===== config.mk =====
export PLATFORM = sky130hd
export DESIGN_NAME = csv_stream_tokenizer_flat
export DESIGN_NICKNAME = d
export VERILOG_FILES = /design/src/design/cst_pkg.sv /design/src/design/cst_ifs.sv /design/src/design/csv_stream_tokenizer.sv /design/src/design/cst_front.sv /design/src/design/cst_queue.sv /design/src/design/cst_back.sv /design/src/flat_wrapper.sv
export SDC_FILE = /design/constraint.sdc
export NUM_CORES = 1
export LEC_CHECK = 0
export BUFFER_PORTS_ARGS = -buffer_cell sky130_fd_sc_hd__buf_2
export CAP_MARGIN = 20
export CORE_UTILIZATION = 35
export DETAILED_ROUTE_END_ITERATION = 10
export SETUP_SLACK_MARGIN = 0.3
export SLEW_MARGIN = 10
export SYNTH_ARGS = -nofsm -noshare
export SYNTH_HDL_FRONTEND = slang
export SYNTH_SLANG_ARGS = --single-unit

===== constraint.sdc =====
create_clock -name clk -period 6.7 [get_ports clk]
set_input_delay 1.34 -clock clk [delete_from_list [all_inputs] [get_ports clk]]
set_output_delay 1.34 -clock clk [all_outputs]
set_load 0.1 [all_outputs]

===== src/design/cst_pkg.sv =====
package cst_pkg;

  localparam int MAX_ROWS     = 65535;
  localparam int MAX_COLUMNS  = 255;
  localparam int MAX_COMMENTS = 4095;
  localparam int MAX_LINE_LEN = 4095;

  localparam logic [15:0] ROW_LIM = 16'(MAX_ROWS < 65535 ? MAX_ROWS : 65535);
  localparam logic [7:0]  COL_LIM = 8'(MAX_COLUMNS < 255 ? MAX_COLUMNS : 255);
  localparam logic [11:0] CMT_LIM = 12'(MAX_COMMENTS < 4095 ? MAX_COMMENTS : 4095);
  localparam logic [11:0] LEN_LIM = 12'(MAX_LINE_LEN < 4095 ? MAX_LINE_LEN : 4095);

  localparam logic [7:0] CHAR_CR        = 8'd13;
  localparam logic [7:0] CHAR_LF        = 8'd10;
  localparam logic [7:0] SEPARATOR_INIT = 8'd59;
  localparam logic [7:0] COMMENT_INIT   = 8'd35;

  localparam int QUEUE_DEPTH = 4;
  localparam int QPTR_W      = $clog2(QUEUE_DEPTH);
  localparam int QCNT_W      = $clog2(QUEUE_DEPTH + 1);

  localparam int ADDR_W = 3;

  typedef enum logic [2:0] {
    EV_CELL_BYTE = 3'd0,
    EV_CELL_END  = 3'd1,
    EV_CMT_BYTE  = 3'd2,
    EV_CMT_END   = 3'd3,
    EV_ROW_END   = 3'd4
  } evt_kind_t;

  typedef struct packed {
    evt_kind_t   event_kind;
    logic [7:0]  byte_value;
    logic [15:0] row_index;
    logic [7:0]  column_index;
    logic [11:0] comment_number;
    logic [11:0] item_length;
    logic        last_of_run;
  } evt_t;

  typedef struct packed {
    logic [1:0]     count;
    evt_t [2:0]     ev;
  } bundle_t;

  typedef struct packed {
    logic push;
    logic full;
  } qctl_t;

  function automatic logic [7:0] sat8(input logic [7:0] v, input logic [7:0] lim);
    return (v < lim) ? v + 8'd1 : lim;
  endfunction

  function automatic logic [11:0] sat12(input logic [11:0] v, input logic [11:0] lim);
    return (v < lim) ? v + 12'd1 : lim;
  endfunction

  function automatic logic [15:0] sat16(input logic [15:0] v, input logic [15:0] lim);
    return (v < lim) ? v + 16'd1 : lim;
  endfunction

  function automatic evt_t make_evt(input evt_kind_t k, input logic [7:0] b,
                                    input logic [15:0] r, input logic [7:0] c,
                                    input logic [11:0] m, input logic [11:0] len);
    evt_t e;
    e.event_kind     = k;
    e.byte_value     = b;
    e.row_index      = r;
    e.column_index   = c;
    e.comment_number = m;
    e.item_length    = len;
    e.last_of_run    = 1'b0;
    return e;
  endfunction

endpackage


===== src/design/cst_ifs.sv =====
interface cst_byte_if;
  logic       valid;
  logic       ready;
  logic [7:0] data_byte;
  logic       final_byte;

  modport source(output valid, output data_byte, output final_byte, input ready);
  modport sink(input valid, input data_byte, input final_byte, output ready);
endinterface

interface cst_event_if;
  logic                valid;
  logic                ready;
  cst_pkg::evt_kind_t  event_kind;
  logic [7:0]          byte_value;
  logic [15:0]         row_index;
  logic [7:0]          column_index;
  logic [11:0]         comment_number;
  logic [11:0]         item_length;
  logic                last_of_run;

  modport source(output valid, output event_kind, output byte_value, output row_index,
                 output column_index, output comment_number, output item_length,
                 output last_of_run, input ready);
  modport sink(input valid, input event_kind, input byte_value, input row_index,
               input column_index, input comment_number, input item_length,
               input last_of_run, output ready);
endinterface


===== src/design/csv_stream_tokenizer.sv =====
// An accepted byte's events enter the queue first, then the output register.
// Throughput: one byte per cycle unless the queue is full; a line end with up to three
// events has them drained singly from a four-bundle queue by the output register.
// Reset: synchronous rst clears all counters, the queue and the output valid, and
// returns separator_char to ';' and comment_char to '#'.
module csv_stream_tokenizer (
  input  logic                        clk,
  input  logic                        rst,
  cst_byte_if.sink                    bytes,
  cst_event_if.source                 events,
  input  logic                        psel,
  input  logic                        penable,
  input  logic                        pwrite,
  input  logic [cst_pkg::ADDR_W-1:0]  paddr,
  input  logic [31:0]                 pwdata,
  output logic [31:0]                 prdata,
  output logic                        pready
);

  logic [7:0]        separator_char;
  logic [7:0]        comment_char;
  logic              cfg_write;
  cst_pkg::qctl_t    qctl;
  cst_pkg::bundle_t  bundle;
  cst_pkg::bundle_t  head;
  logic              queue_full;
  logic              head_valid;
  logic              pop;

  assign pready    = 1'b1;
  assign cfg_write = psel && penable && pwrite && pready;
  assign prdata    = paddr[2] ? {24'd0, comment_char} : {24'd0, separator_char};

  always_ff @(posedge clk) begin
    if (rst) begin
      separator_char <= cst_pkg::SEPARATOR_INIT;
      comment_char   <= cst_pkg::COMMENT_INIT;
    end else if (cfg_write) begin
      if (paddr[2]) begin
        comment_char <= pwdata[7:0];
      end else begin
        separator_char <= pwdata[7:0];
      end
    end
  end

  cst_front u_front (
    .clk            (clk),
    .rst            (rst),
    .bytes          (bytes),
    .separator_char (separator_char),
    .comment_char   (comment_char),
    .queue_full     (queue_full),
    .qctl           (qctl),
    .bundle         (bundle)
  );

  cst_queue u_queue (
    .clk        (clk),
    .rst        (rst),
    .wr_bundle  (bundle),
    .push       (qctl.push),
    .pop        (pop),
    .full       (queue_full),
    .head_valid (head_valid),
    .head       (head)
  );

  cst_back u_back (
    .clk        (clk),
    .rst        (rst),
    .head_valid (head_valid),
    .head       (head),
    .pop        (pop),
    .events     (events)
  );

endmodule


===== src/design/cst_front.sv =====
module cst_front (
  input  logic              clk,
  input  logic              rst,
  cst_byte_if.sink          bytes,
  input  logic [7:0]        separator_char,
  input  logic [7:0]        comment_char,
  input  logic              queue_full,
  output cst_pkg::qctl_t    qctl,
  output cst_pkg::bundle_t  bundle
);

  logic        in_comment, in_comment_next;
  logic [11:0] cell_count, cell_count_next;
  logic [11:0] comment_count, comment_count_next;
  logic [15:0] row_counter, row_counter_next;
  logic [7:0]  column_counter, column_counter_next;
  logic [11:0] comment_counter, comment_counter_next;

  logic        accept;
  logic        eol;
  logic [1:0]  n;
  logic [7:0]  col_a;
  logic [11:0] cmn_a;
  logic [7:0]  c;

  assign c            = bytes.data_byte;
  assign bytes.ready  = !queue_full;
  assign accept       = bytes.valid && bytes.ready;
  assign eol          = (c == cst_pkg::CHAR_CR) || (c == cst_pkg::CHAR_LF);
  assign qctl.full    = queue_full;
  assign qctl.push    = accept && (n != 2'd0);

  always_comb begin
    in_comment_next      = in_comment;
    cell_count_next      = cell_count;
    comment_count_next   = comment_count;
    row_counter_next     = row_counter;
    column_counter_next  = column_counter;
    comment_counter_next = comment_counter;
    col_a                = column_counter;
    cmn_a                = comment_counter;
    n                    = 2'd0;
    bundle               = '0;
    if (eol) begin
      if (in_comment) begin
        bundle.ev[n] = cst_pkg::make_evt(cst_pkg::EV_CMT_END, 8'd0, row_counter,
                                         column_counter, comment_counter, comment_count);
        n = n + 2'd1;
        cmn_a = cst_pkg::sat12(comment_counter, cst_pkg::CMT_LIM);
      end
      if (cell_count != 12'd0) begin
        bundle.ev[n] = cst_pkg::make_evt(cst_pkg::EV_CELL_END, 8'd0, row_counter,
                                         column_counter, cmn_a, cell_count);
        n = n + 2'd1;
        col_a = cst_pkg::sat8(column_counter, cst_pkg::COL_LIM);
      end
      if (col_a != 8'd0) begin
        bundle.ev[n] = cst_pkg::make_evt(cst_pkg::EV_ROW_END, 8'd0, row_counter,
                                         col_a, cmn_a, 12'd0);
        n = n + 2'd1;
        row_counter_next = cst_pkg::sat16(row_counter, cst_pkg::ROW_LIM);
      end
      in_comment_next      = 1'b0;
      cell_count_next      = 12'd0;
      comment_count_next   = 12'd0;
      column_counter_next  = 8'd0;
      comment_counter_next = cmn_a;
    end else if (in_comment) begin
      bundle.ev[n] = cst_pkg::make_evt(cst_pkg::EV_CMT_BYTE, c, row_counter,
                                       column_counter, comment_counter, 12'd0);
      n = n + 2'd1;
      comment_count_next = cst_pkg::sat12(comment_count, cst_pkg::LEN_LIM);
    end else if (c == comment_char) begin
      in_comment_next    = 1'b1;
      comment_count_next = 12'd0;
    end else if (c == separator_char) begin
      if (cell_count != 12'd0) begin
        bundle.ev[n] = cst_pkg::make_evt(cst_pkg::EV_CELL_END, 8'd0, row_counter,
                                         column_counter, comment_counter, cell_count);
        n = n + 2'd1;
        cell_count_next = 12'd0;
      end
      column_counter_next = cst_pkg::sat8(column_counter, cst_pkg::COL_LIM);
    end else begin
      bundle.ev[n] = cst_pkg::make_evt(cst_pkg::EV_CELL_BYTE, c, row_counter,
                                       column_counter, comment_counter, 12'd0);
      n = n + 2'd1;
      cell_count_next = cst_pkg::sat12(cell_count, cst_pkg::LEN_LIM);
    end
    if (n != 2'd0) begin
      bundle.ev[n - 2'd1].last_of_run = 1'b1;
    end
    bundle.count = n;
  end

  always_ff @(posedge clk) begin
    if (rst || (accept && bytes.final_byte)) begin
      in_comment      <= 1'b0;
      cell_count      <= '0;
      comment_count   <= '0;
      row_counter     <= '0;
      column_counter  <= '0;
      comment_counter <= '0;
    end else if (accept) begin
      in_comment      <= in_comment_next;
      cell_count      <= cell_count_next;
      comment_count   <= comment_count_next;
      row_counter     <= row_counter_next;
      column_counter  <= column_counter_next;
      comment_counter <= comment_counter_next;
    end
  end

  a_cmt_len_zero_outside: assert property (@(posedge clk) disable iff (rst)
    !in_comment |-> comment_count == 12'd0)
    else $error("comment length nonzero outside a comment");

  a_row_sat: assert property (@(posedge clk) disable iff (rst)
    row_counter <= cst_pkg::ROW_LIM)
    else $error("row counter beyond its limit");

  a_push_has_room: assert property (@(posedge clk) disable iff (rst)
    qctl.push |-> !queue_full)
    else $error("push while queue full");

endmodule


===== src/design/cst_queue.sv =====
module cst_queue (
  input  logic              clk,
  input  logic              rst,
  input  cst_pkg::bundle_t  wr_bundle,
  input  logic              push,
  input  logic              pop,
  output logic              full,
  output logic              head_valid,
  output cst_pkg::bundle_t  head
);

  cst_pkg::bundle_t mem [cst_pkg::QUEUE_DEPTH];
  logic [cst_pkg::QPTR_W-1:0] wr_ptr, rd_ptr;
  logic [cst_pkg::QCNT_W-1:0] count;

  assign full       = (count == cst_pkg::QCNT_W'(cst_pkg::QUEUE_DEPTH));
  assign head_valid = (count != '0);
  assign head       = mem[rd_ptr];

  always_ff @(posedge clk) begin
    if (push) begin
      mem[wr_ptr] <= wr_bundle;
    end
  end

  always_ff @(posedge clk) begin
    if (rst) begin
      wr_ptr <= '0;
      rd_ptr <= '0;
      count  <= '0;
    end else begin
      if (push) begin
        wr_ptr <= wr_ptr + 1'b1;
      end
      if (pop) begin
        rd_ptr <= rd_ptr + 1'b1;
      end
      count <= count + cst_pkg::QCNT_W'(push) - cst_pkg::QCNT_W'(pop);
    end
  end

  a_no_overflow: assert property (@(posedge clk) disable iff (rst) !(push && full))
    else $error("push into full queue");

  a_no_underflow: assert property (@(posedge clk) disable iff (rst) !(pop && !head_valid))
    else $error("pop from empty queue");

  a_no_empty_bundle: assert property (@(posedge clk) disable iff (rst)
    push |-> wr_bundle.count != 2'd0)
    else $error("bundle without events queued");

endmodule


===== src/design/cst_back.sv =====
module cst_back (
  input  logic              clk,
  input  logic              rst,
  input  logic              head_valid,
  input  cst_pkg::bundle_t  head,
  output logic              pop,
  cst_event_if.source       events
);

  logic         out_valid;
  cst_pkg::evt_t out_evt;
  logic [1:0]   slot;
  logic         load;
  logic         last_slot;

  assign load      = head_valid && (!out_valid || events.ready);
  assign last_slot = (slot == head.count - 2'd1);
  assign pop       = load && last_slot;

  always_ff @(posedge clk) begin
    if (rst) begin
      out_valid <= 1'b0;
      slot      <= 2'd0;
    end else begin
      if (load) begin
        out_valid <= 1'b1;
        slot      <= last_slot ? 2'd0 : slot + 2'd1;
      end else if (events.ready) begin
        out_valid <= 1'b0;
      end
    end
  end

  always_ff @(posedge clk) begin
    if (load) begin
      out_evt <= head.ev[slot];
    end
  end

  assign events.valid          = out_valid;
  assign events.event_kind     = out_evt.event_kind;
  assign events.byte_value     = out_evt.byte_value;
  assign events.row_index      = out_evt.row_index;
  assign events.column_index   = out_evt.column_index;
  assign events.comment_number = out_evt.comment_number;
  assign events.item_length    = out_evt.item_length;
  assign events.last_of_run    = out_evt.last_of_run;

  a_slot_in_bundle: assert property (@(posedge clk) disable iff (rst)
    head_valid |-> slot < head.count)
    else $error("slot beyond bundle");

  a_pop_ends_run: assert property (@(posedge clk) disable iff (rst)
    pop |=> out_evt.last_of_run)
    else $error("bundle retired without its last event");

  a_hold_when_stalled: assert property (@(posedge clk) disable iff (rst)
    out_valid && !events.ready |=> out_valid && $stable(out_evt))
    else $error("output changed while stalled");

endmodule

===== src/flat_wrapper.sv =====
// flat-port wrapper written by rule: the top's interface ports become plain ports
module csv_stream_tokenizer_flat 
  (clk, rst, psel, penable, pwrite, paddr, pwdata, prdata, pready, bytes_valid, bytes_data_byte, bytes_final_byte, bytes_ready, events_valid, events_event_kind, events_byte_value, events_row_index, events_column_index, events_comment_number, events_item_length, events_last_of_run, events_ready);
  cst_byte_if bytes_i ();
  cst_event_if events_i ();
  input  logic clk;
  input  logic rst;
  input  logic psel;
  input  logic penable;
  input  logic pwrite;
  input  logic [cst_pkg::ADDR_W-1:0] paddr;
  input  logic [31:0] pwdata;
  output logic [31:0] prdata;
  output logic pready;
  input wire logic [$bits(bytes_i.valid)-1:0] bytes_valid;
  input wire logic [$bits(bytes_i.data_byte)-1:0] bytes_data_byte;
  input wire logic [$bits(bytes_i.final_byte)-1:0] bytes_final_byte;
  output wire logic [$bits(bytes_i.ready)-1:0] bytes_ready;
  output wire logic [$bits(events_i.valid)-1:0] events_valid;
  output wire logic [$bits(events_i.event_kind)-1:0] events_event_kind;
  output wire logic [$bits(events_i.byte_value)-1:0] events_byte_value;
  output wire logic [$bits(events_i.row_index)-1:0] events_row_index;
  output wire logic [$bits(events_i.column_index)-1:0] events_column_index;
  output wire logic [$bits(events_i.comment_number)-1:0] events_comment_number;
  output wire logic [$bits(events_i.item_length)-1:0] events_item_length;
  output wire logic [$bits(events_i.last_of_run)-1:0] events_last_of_run;
  input wire logic [$bits(events_i.ready)-1:0] events_ready;
  assign bytes_i.valid = bytes_valid;
  assign bytes_i.data_byte = bytes_data_byte;
  assign bytes_i.final_byte = bytes_final_byte;
  assign bytes_ready = bytes_i.ready;
  assign events_valid = events_i.valid;
  assign events_event_kind = events_i.event_kind;
  assign events_byte_value = events_i.byte_value;
  assign events_row_index = events_i.row_index;
  assign events_column_index = events_i.column_index;
  assign events_comment_number = events_i.comment_number;
  assign events_item_length = events_i.item_length;
  assign events_last_of_run = events_i.last_of_run;
  assign events_i.ready = events_ready;
  csv_stream_tokenizer u_core (.clk(clk), .rst(rst), .bytes(bytes_i), .events(events_i), .psel(psel), .penable(penable), .pwrite(pwrite), .paddr(paddr), .pwdata(pwdata), .prdata(prdata), .pready(pready));
endmodule

==> After elaboration in Yosys (flattened, before gate mapping) <==
Memories as Yosys holds them, arrays and structs flattened. A register that Yosys moved wholly into a read port is not among the register bits.
Cells that the tools add are included.
{ "totals": {"rom_bits": 0, "latchBits": 0, "n_memories": 1, "word_cells": 151, "output_inout_bits": 95, "regBits": 147, "ram_bits": 728} }
{ "mem_list": {"columns": ["memory", "depth", "width", "read_ports", "rd_ports_with_merged_regs", "write_ports", "line_no", "source"], "rows": [
  ["u_core.u_queue.mem", 4, 182, 1, 1, 1, "cst_queue.sv:12", "cst_pkg::bundle_t mem [cst_pkg::QUEUE_DEPTH];"]
]} }
{ "classes": {"add_sub_neg": 14, "mux": 65, "shifts": 0, "mul": 0, "bitwise_logic": 1, "n_eq_ne": 9, "n_reduce_logical": 29, "magnitude_cmp": 12, "n_div": 0} }
{ "op_table": {"columns": ["operator", "count"], "rows": [
  ["2-to-1 mux 180 bit", 4],
  ["bitwise mux 180 bit", 3],
  ["2-to-1 mux 60 bit", 8],
  ["demux 60 bit (select 2 bit)", 3],
  ["2-to-1 mux 12 bit", 13],
  ["binary-select mux 60 bit (select 2 bit)", 1],
  ["2-to-1 mux 120 bit", 1],
  ["2-to-1 mux 8 bit", 8],
  ["2-to-1 mux 59 bit", 1],
  ["2-to-1 mux 58 bit", 1],
  ["adder 12 x 1 -> 12 bit, second input constant", 3],
  ["< comparator 12 bit, second input constant", 3],
  ["2-to-1 mux 2 bit", 11],
  ["adder 16 x 1 -> 16 bit, second input constant", 1],
  ["equality test 8 x 4 -> 1 bit, second input constant", 2],
  ["equality test 8 bit", 2],
  ["< comparator 16 bit, second input constant", 1],
  ["2-to-1 mux 16 bit", 1],
  ["< comparator 2 x 3 -> 1 bit, second input constant", 4],
  ["nonzero test 12 bit", 1],
  ["adder 2 x 1 -> 2 bit, second input constant", 5],
  ["logical AND 1 bit", 10],
  ["2-to-1 mux 1 bit", 10],
  ["adder 8 x 1 -> 8 bit, second input constant", 1],
  ["19 further kinds", 32]
]} }

==> Logic depth before layout (Yosys ltp) <==
{ "depth": {"word_depth": 16, "mapped_depth": 15} }

==> Cells and area by module <==
From an unflattened synthesis, not the netlist that was laid out.
{ "hier_totals": {"hier_cells": 2163, "area_unflattened_um2": 36399.9} }
{ "by_module_without_submodules": {"columns": ["module", "instances", "cells_each", "seq_area_each_um2", "area_per_inst_um2"], "rows": [
  ["cst_queue", 1, 992, 22041.1, 26721.9],
  ["cst_front", 1, 785, 1221.2, 5431.5],
  ["cst_back", 1, 284, 1861.8, 3259.4],
  ["csv_stream_tokenizer", 1, 102, 320.3, 987.2]
]} }

==> Worst setup path after synthesis <==
Ideal clock, no wire load.
{ "synth_timing": {"path_kind": "input port to flip-flop", "from": "in bytes_data_byte[0]", "to": "mem u_core.u_queue.mem[2][0] in the netlist's numbering, enable pin", "path_buffers": 1, "t_arrival_ps": 5872, "setup_slack_ps": 300, "stages": 6, "cell_sequence": "and3b_1 > o211ai_1 > or4_1 > and4_1 > buf_6 > and2_1"} }
{ "synth_via": {"elab_chain_len": 9} }
{ "synth_rtl": {"columns": ["element", "line_no", "source"], "rows": [
  ["start: declaration", "flat_wrapper.sv:16", "input wire logic [$bits(bytes_i.data_byte)-1:0] bytes_data_byte;"],
  ["equality test 8 bit", "cst_front.sv:76", "end else if (c == separator_char) begin"],
  ["2-to-1 mux 2 bit", "cst_front.sv:76", null],
  ["2-to-1 mux 2 bit", "cst_front.sv:73", "end else if (c == comment_char) begin"],
  ["2-to-1 mux 2 bit", "cst_front.sv:68", "end else if (in_comment) begin"],
  ["2-to-1 mux 2 bit (*)", "cst_front.sv:44", "if (eol) begin"],
  ["nonzero test 2 bit (*)", "cst_front.sv:31", "assign qctl.push = accept && (n != 2'd0);"],
  ["logical AND 1 bit (*)", "cst_front.sv:31", null],
  ["2-to-1 mux 1 bit (*)", "cst_queue.sv:21", "if (push) begin"],
  ["2-to-1 mux 1 bit (implied by the code) (*)", "cst_queue.sv:22", "mem[wr_ptr] <= wr_bundle;"],
  ["end: declaration", "cst_queue.sv:12", null]
]} }
Mark *: on every way between the ends. The rest lies on a longest branch, timed or not.

==> Final worst setup path <==
{ "layout_timing": {"from": "reg u_core.u_front.cell_count[0]", "to": "mem u_core.u_queue.mem[0][89] in the netlist's numbering, enable pin"} }
{ "layout_via": {"elab_chain_len": 10} }
{ "layout_rtl": {"columns": ["element", "line_no", "source"], "rows": [
  ["start: declaration", "cst_front.sv:13", "logic [11:0] cell_count, cell_count_next;"],
  ["start signal: assignment", "cst_front.sv:106", "cell_count <= cell_count_next;"],
  ["nonzero test 12 bit (*)", "cst_front.sv:51, cst_front.sv:77", null],
  ["2-to-1 mux 2 bit, or another cell as far along", "cst_front.sv:51", "if (cell_count != 12'd0) begin"],
  ["2-to-1 mux 2 bit, or another cell as far along", "cst_front.sv:44", null],
  ["adder 2 x 1 -> 2 bit, or another cell as far along", "cst_front.sv:60", "n = n + 2'd1;"],
  ["2-to-1 mux 2 bit (on tied branches)", "cst_front.sv:57, cst_front.sv:68", null],
  ["2-to-1 mux 2 bit (*)", "cst_front.sv:44", null],
  ["nonzero test 2 bit (*)", "cst_front.sv:31", null],
  ["logical AND 1 bit (*)", "cst_front.sv:31", null],
  ["2-to-1 mux 1 bit (*)", "cst_queue.sv:21", null],
  ["2-to-1 mux 1 bit (implied by the code) (*)", "cst_queue.sv:22", null]
]} }
Mark *: on every way between the ends. The rest lies on a longest branch, timed or not. The select of a mux whose other input is x is not followed.

==> flow_summary.toml <==
[synth]
synth_cells = 1930
mappedNetlistArea_um2 = 31100
postSynthRegisterBits = 753
synth.top_cell.area_share_pct = 64.0
synth_cell_type_count = 74
synth_sequential_area_ratio_pct = 69.8
synth.top_cells.by_count = "sky130_fd_sc_hd__edfxtp_1 (664), sky130_fd_sc_hd__mux4_2 (151), sky130_fd_sc_hd__nor2_1 (141)"
largest_cells_by_area_after_synthesis = "sky130_fd_sc_hd__edfxtp_1 (64%), sky130_fd_sc_hd__mux4_2 (11%), sky130_fd_sc_hd__dfxtp_1 (5.7%), sky130_fd_sc_hd__mux2i_1 (2.1%), sky130_fd_sc_hd__nor2_1 (1.7%)"
synth_ff_type = "sky130_fd_sc_hd__edfxtp_1"
mean_instance_size_in_the_synthesized_netlist_um2 = 16.1
synth.largest_area_cell = "sky130_fd_sc_hd__edfxtp_1"
synth.yosys.warnings = 0
synth-async-reset-ratio_pct = 0
synth_enable_flop_cells = 664
synth_most_common_cell = "sky130_fd_sc_hd__edfxtp_1"

[global_route]
grtUsageMet2_pct = 26.8
grt_antenna_before_repair = 2
global_route.usage.met3_pct = 2.54
grt_overflow_total = 0
layer_carrying_the_most_global_route_usage = "met2"
grt_start_max_net_pins = 121
track_usage_pct = 15.4
grt_pass1_vias = 18000
met1_usage_pct = 19.3
global_route_wire_length_before_repair_um = 106000

[final_layout]
area_growth_pct = 14.4
n_fill_cell = 7881
final_cell_count_no_fill = 3253
post_route_cells_drive_above_1_share_pct = 20.8
final_nets = 2095
finish.utilization_pct = 40.4
antenna_cells = 0

[critical_path]
critical_path.slowest_cell = "sky130_fd_sc_hd__and2_4"
count_of_buffering_cells_on_the_critical_path_with_inverters_included = 2
cp_cell_sequence = "inv_1 > ha_1 > nor4b_2 > nand3_2 > and3_1 > a32o_1 > nand3_4 > or4_1 > and4_1 > and2_4 > buf_12"
crit_path_category = "reg2reg"
cpPeakStageDelay_ps = 600
crit_arrival_ps = 5040
maximum_net_fanout_on_the_critical_path = 73
cell_type_group_with_the_largest_total_delay_on_the_critical_path = "simple AND/OR/NAND/NOR gates"
crit_path_start_kind = "flop"
setup.worst_path.end_class = "flop"
worst_r2r_path_depth = 11
endpoint_required_time_on_the_critical_path_ps = 6940
critical_path_cell_count = 11

[sta]
setup-tns-final_ps = 0
timing.final.crit_period_ps = 4800
slew-limit-headroom_pct = 22.7
setup_viol = 0
rsz0062_at_grt = "false"
report.final.hold_viol_count = 0
final_min_period_over_clock_period_pct = 71.6
final.setup.worst_slack_ps = 1900
finalMaxSlewViolations = 0
worst_hold_slack_ps = 498
transition_time_at_the_pin_with_the_least_slew_margin_ps = 1160
timing.clock.skew_ps = 27.0
max_clock_freq_mhz = 208

[min_path]
hold_class = "reg2reg"
whs_path_depth = 2

[cts]
cts_tree = "built"
max-clock-path-buffers = 3
post_cts_hold_buffer_count = 0
ctsRootBufferMaster = "sky130_fd_sc_hd__clkbuf_16"
worst_skew_pair.late_latency_ps = 630
cts_setup_buffers = 0
cts.repair.resized = 0
clock-sinks = 753
cts_max_level = 3
tritoncts.num_buffers = 80
worst_path_clk_slew_ps = 60

[drt]
route.vias.total = 17000
route.antenna.remaining_nets = 0
drtPass1Iterations = 5
route.detailed.drc = 0
drt-total-wl_um = 68900
route.detailed.vias_per_inst = 5.24
detail_route.iter0.violations = 1494
wire_per_inst_um = 21.2

[place]
gp_congestion = 0.842
port_buffers = 94
dpl.hpwl_um = 39400
dp_slack_ps = 1500
place_inst = 3108

[job]
cap_viol_max_count = 0

[die]
starting_density_of_the_core_pct = 35.3
die_y_um = 300
die_area_um2 = 90200
die-width_um = 300
core_um2 = 88200
rows = 109
design.portCount = 146

[pwr]
p_per_area_nw_per_um2 = 408
vdd_ir_drop_max_mv = 0.402
p_leak_nw = 11.7

[run_status]
run_status = "finished clean"
[cells in the final DEF (no fill, tap or decap), drive strengths merged, types with 13 or more instances in the layout]
cell    netlist  final
nand2       111    111
buf          64    125
nor2        143    143
clkinv        0     29
and2         49     49
nor3         20     20
conb          2     25
a31oi        13     13
inv          29     30
a21oi        76     76
xnor2        23     23
clkbuf       69     99
a211oi       16     16
mux2i        64     64
edfxtp      664    664
o21ai        94     94
dfxtp        89     89
nor2b        28     28
nand3        40     40
mux4        151    151
and3         32     32
ha           16     16
[cell type report]
type / instances / area, µm² / area share (%)
Sequential cell: 753 / 21700 / 61.0
Multi-Input combinational cell: 1038 / 8820 / 24.8
Clock buffer: 99 / 2140 / 6.02
Tap cell: 1165 / 1460 / 4.09
Timing Repair Buffer: 125 / 803 / 2.26
Clock inverter: 44 / 551 / 1.55
Inverter: 29 / 109 / 0.306
[routing by layer]
layer,up-vias,share of wire (%)
li1,7666,-
met4,0,2.7
met1,8766,41
met3,116,4.8
met2,482,51
met5,-,0
[flip-flops by register name (all words and copies together) (netlist names), 3 cells and up, named ones only]
register                             count
u_core.u_queue.mem                     604
u_core.u_back.events.row_index          16
u_core.u_front.row_counter              16
u_core.u_back.events.comment_number     12
u_core.u_back.events.item_length        12
u_core.u_front.cell_count               12
u_core.u_front.comment_count            12
u_core.u_front.comment_counter          12
u_core.comment_char                      8
u_core.separator_char                    8
u_core.u_back.events.byte_value          8
u_core.u_back.events.column_index        8
u_core.u_front.column_counter            8
u_core.u_back.events.event_kind          3
u_core.u_queue.count                     3
[final timing paths]
check	from	end	slack, ps
worst max-delay path	u_core.u_front.cell_count[0]	u_core.u_queue.mem[0][89]	1900
worst min-delay path	u_core.u_back.events.valid	u_core.u_back.events.valid	500
worst max register to register	u_core.u_front.cell_count[0]	u_core.u_queue.mem[0][89]	1900
worst min register to register	u_core.u_back.events.valid	u_core.u_back.events.valid	500
[cells by family after synthesis]
family / synth area share [%]
DFF: 69.8
and+or+nand+nor: 7.47
AOI/OAI and AO/OA: 5.32
muxes: 13.4
buffers and inverters: 2.34
xor gates and xnor gates: 0.985
adders and majority gates: 0.707
other: 0.0241
[through the flow]
stage                     cell area [µm²]  total power [mW]
after detailed placement            32900              10.2
after global placement              32900              10.2
after floorplan                     31200              9.30
final                               35600              14.5
after CTS                           35600              14.8
after global routing                35600              15.1
[power by group]
part	leakage, nW	internal [mW]	total (mW)	switching [mW]
clock network	1.30	2.70	4.51	1.81
registers	7.08	5.79	6.03	0.245
logic	3.26	1.14	4.00	2.86
[worst min-delay path, stage by stage (launching register included)]
cell and delay [ps]:
sky130_fd_sc_hd__dfxtp_1 340, sky130_fd_sc_hd__nand2_1 60, sky130_fd_sc_hd__a21oi_1 50
Power figures use the tool's default switching activity.
